===== config.mk =====
export PLATFORM = sky130hd
export DESIGN_NAME = omp_cmp
export DESIGN_NICKNAME = d
export VERILOG_FILES = /design/src/rtl/omp_pkg.sv /design/src/rtl/omp_cmp.sv
export SDC_FILE = /design/constraint.sdc
export NUM_CORES = 1
export LEC_CHECK = 0
export BUFFER_PORTS_ARGS = -buffer_cell sky130_fd_sc_hd__clkbuf_2
export CORE_MARGIN = 3
export CORE_UTILIZATION = 25
export DETAILED_ROUTE_END_ITERATION = 12
export SYNTH_ARGS = -nofsm -noshare
export SYNTH_HDL_FRONTEND = slang
export SYNTH_SLANG_ARGS = --single-unit

===== constraint.sdc =====
create_clock -name vclk -period 20.9
set_clock_uncertainty 0.1 [all_clocks]
set_input_delay 0 -clock vclk [all_inputs]
set_output_delay 0 -clock vclk [all_outputs]
set_load 0.01 [all_outputs]

===== src/rtl/omp_pkg.sv =====
// Shared constants, types and helper function of the order-preserving matcher.
`default_nettype none
package omp_pkg;

  localparam int MAX_PATTERNS = 1024;
  localparam int MAX_WINDOW   = 15;
  localparam int MAX_GRAM     = 10;
  localparam int VALUE_BITS   = 32;

  localparam int SLOT_W  = $clog2(MAX_PATTERNS);
  localparam int COUNT_W = $clog2(MAX_PATTERNS + 1);
  localparam int POS_W   = $clog2(MAX_WINDOW + 1);
  localparam int FP_W    = 22;
  localparam int FAC_W   = 19;
  localparam int SEEN_W  = 20;

  localparam logic [1:0] OP_LOAD = 2'd0;
  localparam logic [1:0] OP_TEXT = 2'd1;
  localparam logic [1:0] OP_PREP = 2'd2;

  localparam logic [1:0] CFG_WINDOW = 2'd0;
  localparam logic [1:0] CFG_GRAM   = 2'd1;
  localparam logic [1:0] CFG_ACTIVE = 2'd2;

  typedef logic [MAX_WINDOW-1:0][VALUE_BITS-1:0] val_vec_t;

  typedef struct packed {
    logic [MAX_WINDOW-1:0] gt_row;
    logic [MAX_WINDOW-1:0] eq_row;
    logic [POS_W-1:0]      rank;
    logic                  eq_before;
    logic [POS_W-1:0]      gcnt;
  } cmp_res_t;

  typedef struct packed {
    logic [POS_W-1:0]                  len;
    logic [FP_W-1:0]                   fp;
    logic [MAX_WINDOW-1:0][POS_W-1:0]  spos;
    logic [MAX_WINDOW-1:0]             tie;
  } prep_row_t;

  function automatic logic [FAC_W-1:0] fac_weight(input logic [POS_W-1:0] d);
    logic [FAC_W-1:0] w;
    case (d)
      4'd1:    w = 19'd1;
      4'd2:    w = 19'd2;
      4'd3:    w = 19'd6;
      4'd4:    w = 19'd24;
      4'd5:    w = 19'd120;
      4'd6:    w = 19'd720;
      4'd7:    w = 19'd5040;
      4'd8:    w = 19'd40320;
      4'd9:    w = 19'd362880;
      default: w = 19'd0;
    endcase
    return w;
  endfunction

endpackage
`default_nettype wire


===== src/rtl/omp_cmp.sv =====
// Comparator bank: relates one selected value to every value of a row.
`default_nettype none
module omp_cmp (
  input  wire omp_pkg::val_vec_t       vals,
  input  wire logic [omp_pkg::POS_W-1:0] sel,
  input  wire logic [omp_pkg::POS_W-1:0] lim,
  input  wire logic [omp_pkg::POS_W-1:0] blk_lo,
  output omp_pkg::cmp_res_t            res
);

  always_comb begin
    logic signed [omp_pkg::VALUE_BITS-1:0] vi;
    logic signed [omp_pkg::VALUE_BITS-1:0] vj;
    logic gt;
    logic eq;
    res = '0;
    vi  = $signed(vals[sel]);
    for (int j = 0; j < omp_pkg::MAX_WINDOW; j++) begin
      vj = $signed(vals[j]);
      gt = vj > vi;
      eq = vj == vi;
      res.gt_row[j] = gt;
      res.eq_row[j] = eq;
      if (omp_pkg::POS_W'(j) < lim && omp_pkg::POS_W'(j) != sel) begin
        if (!gt && (!eq || omp_pkg::POS_W'(j) < sel)) begin
          res.rank = res.rank + 1'b1;
        end
      end
      if (omp_pkg::POS_W'(j) < sel && eq) begin
        res.eq_before = 1'b1;
      end
      if (omp_pkg::POS_W'(j) >= blk_lo && omp_pkg::POS_W'(j) < sel && !gt) begin
        res.gcnt = res.gcnt + 1'b1;
      end
    end
  end

endmodule
`default_nettype wire


==> impl_metrics.toml <==
[route]
drc = 0
wl_per_cell_microns = 29.7
drtAntennaViolNets = 0
drt_wl_total_mm = 108
vias = 21500
first_iter_violations = 2114
vias_per_cell = 5.91
dr.pass1.iters = 6

[die]
die-height_microns = 274
die_w_microns = 274
fp.dieArea_sq_um = 75100
fp.coreArea_sq_um = 70600
rows = 97
initial_utilization = 0.254
ios = 531

[timing]
finalSetupTns_ns = 0
final-setup-viol-count = 0
timing.fmax_mhz = 69.8
worstMarginPinSlew_ns = 1.27
finalCriticalPeriod_ns = 14.33
drv_slew = 0
rsz0062_at_grt = "false"
relSlewSlack = 0.155
fin_crit_sh = 0.685
hold_viol = 0

[setup_path]
required_ns = 20.80
crit_arrival_ns = 14.23
crit_fanout = 52
critPathKind = "input port to primary output"
cp-startpoint = "sel[0]"
crit_path_frequent_cell = "ha_1"
crit_slowest_cell = "buf_4"
cp-start-kind = "input port"
critPathBufInv = 7
cpLargestDelayFamily = "compound AO/OA/AOI/OAI gates"
cp.depth = 61
cp-endpoint = "res[8]"
end_kind = "primary output"
max_stage_delay_ns = 0.77

[placed_design]
place_inst = 3624
portBuffers = 531
place_area_sq_um = 22100
hpwl_mm = 95.5
place.gp.congestion = 1.02

[finish]
final_cells = 3637
final_util = 0.314
seq_cell_count = 0
stdcell_area_sq_um = 22200
clkbuf_count = 0
layout.area.seq_sq_um = 0
fill_cells = 7654
drive_above_1_share = 0.284
fin_nets = 3685
multi_input_area_sq_um = 17600
syn_to_final_growth_pct = 23.3

[synthesis]
syn_inst = 2171
synth_area_per_cell_sq_um = 8.27
yosys.area.top_type = "ha_1"
synth_most_common_cell = "ha_1"
synthDominantCellAreaShare = 0.353
synth_nets = 3170
synth.area.top_cells = "ha_1 (35%), mux4_2 (8.8%), a21oi_1 (5.1%)"
synth_cell_types = 100
synthTopCellsByCount = "ha_1 (507), a21oi_1 (184), nand2_1 (165)"
yosysWarnings = 0
synth.cell_area_sq_um = 18000
seq_area_frac_synth = 0

[power]
p_leak_nw = 10.4
power.density_nw_per_um2 = 63.4
ir_drop_mv = 0.0552

[run_status]
outcome = "finished clean"

[clocking]
ctsHoldBuffers = 0
cts_resized = 0
post_cts.repair.setup_buffers = 0

[grt]
grt_overflow_total = 0
grt_pass1_wl_mm = 151
antenna_found_initial = 23
grt.total_usage = 0.276
grt_max_degree = 54
grt_pass1_vias = 21200

[flow_run]
drv_cap = 0

[min_path]
min_path_type = "input port to primary output"
-- cell type report --
type | instances | share of cell area
Antenna cell | 13 | 0.00147
Inverter | 66 | 0.0112
Multi-Input combinational cell | 2031 | 0.795
Tap cell | 940 | 0.0531
Timing Repair Buffer | 587 | 0.139
-- cells by family after synthesis --
group / share of synthesized area
muxes: 0.110
buffers and inverters: 0.0297
xor gates and xnor gates: 0.0546
and+or+nand+nor: 0.198
AOI/OAI and AO/OA: 0.253
adders and majority gates: 0.354
-- cell usage in the layout (no fill, tap or decap), drive strengths merged, types with 50 or more instances in the layout --
cell,netlist,final
xnor2,50,50
ha,507,507
nand4,105,105
nand2,166,166
nand3,68,68
inv,66,66
clkbuf,62,529
nor2,110,110
o21ai,100,100
a21o,51,51
buf,12,58
mux4,70,70
a21oi,184,184
-- where the power goes --
part | switching (mW) | internal [mW] | leakage [nW]
Combinational | 0.817 | 0.587 | 10.4
Sequential | 0 | 0 | 0
Clock | 0 | 0.0000000835 | 0.0000824
Total | 0.817 | 0.587 | 10.4
-- metrics by stage --
stage	power [mW]	setup slack, ns	hold slack [ns]
after floorplan	0.955	7.71	0.222
after global placement	1.38	6.74	0.645
after detailed placement	1.38	6.63	0.636
after CTS	1.38	6.61	0.639
after global routing	1.55	5.26	0.680
final	1.40	6.57	0.653
-- routing by layer --
layer,vias to the layer above,routed length [microns],part of all wire,GRT usage
met1,10300,45300,0.42,0.364
met3,171,10800,0.10,0.0607
met4,14,3800,0.035,0.0816
met5,-,93,0.00086,0
met2,1213,48100,0.44,0.449
li1,9815,-,-,-
-- worst min-delay path by stage --
stage / start / to / slack [ns] / cells past startpoint
floorplan: lim[0] / res[5] / 0.22 / 3
global placement: vals[1] / res[9] / 0.64 / 5
detailed placement: vals[1] / res[9] / 0.64 / 5
CTS: vals[1] / res[9] / 0.64 / 5
global route: vals[1] / res[9] / 0.68 / 5
finish: vals[1] / res[9] / 0.65 / 5
No activity file was read; power rests on OpenSTA's default activity.
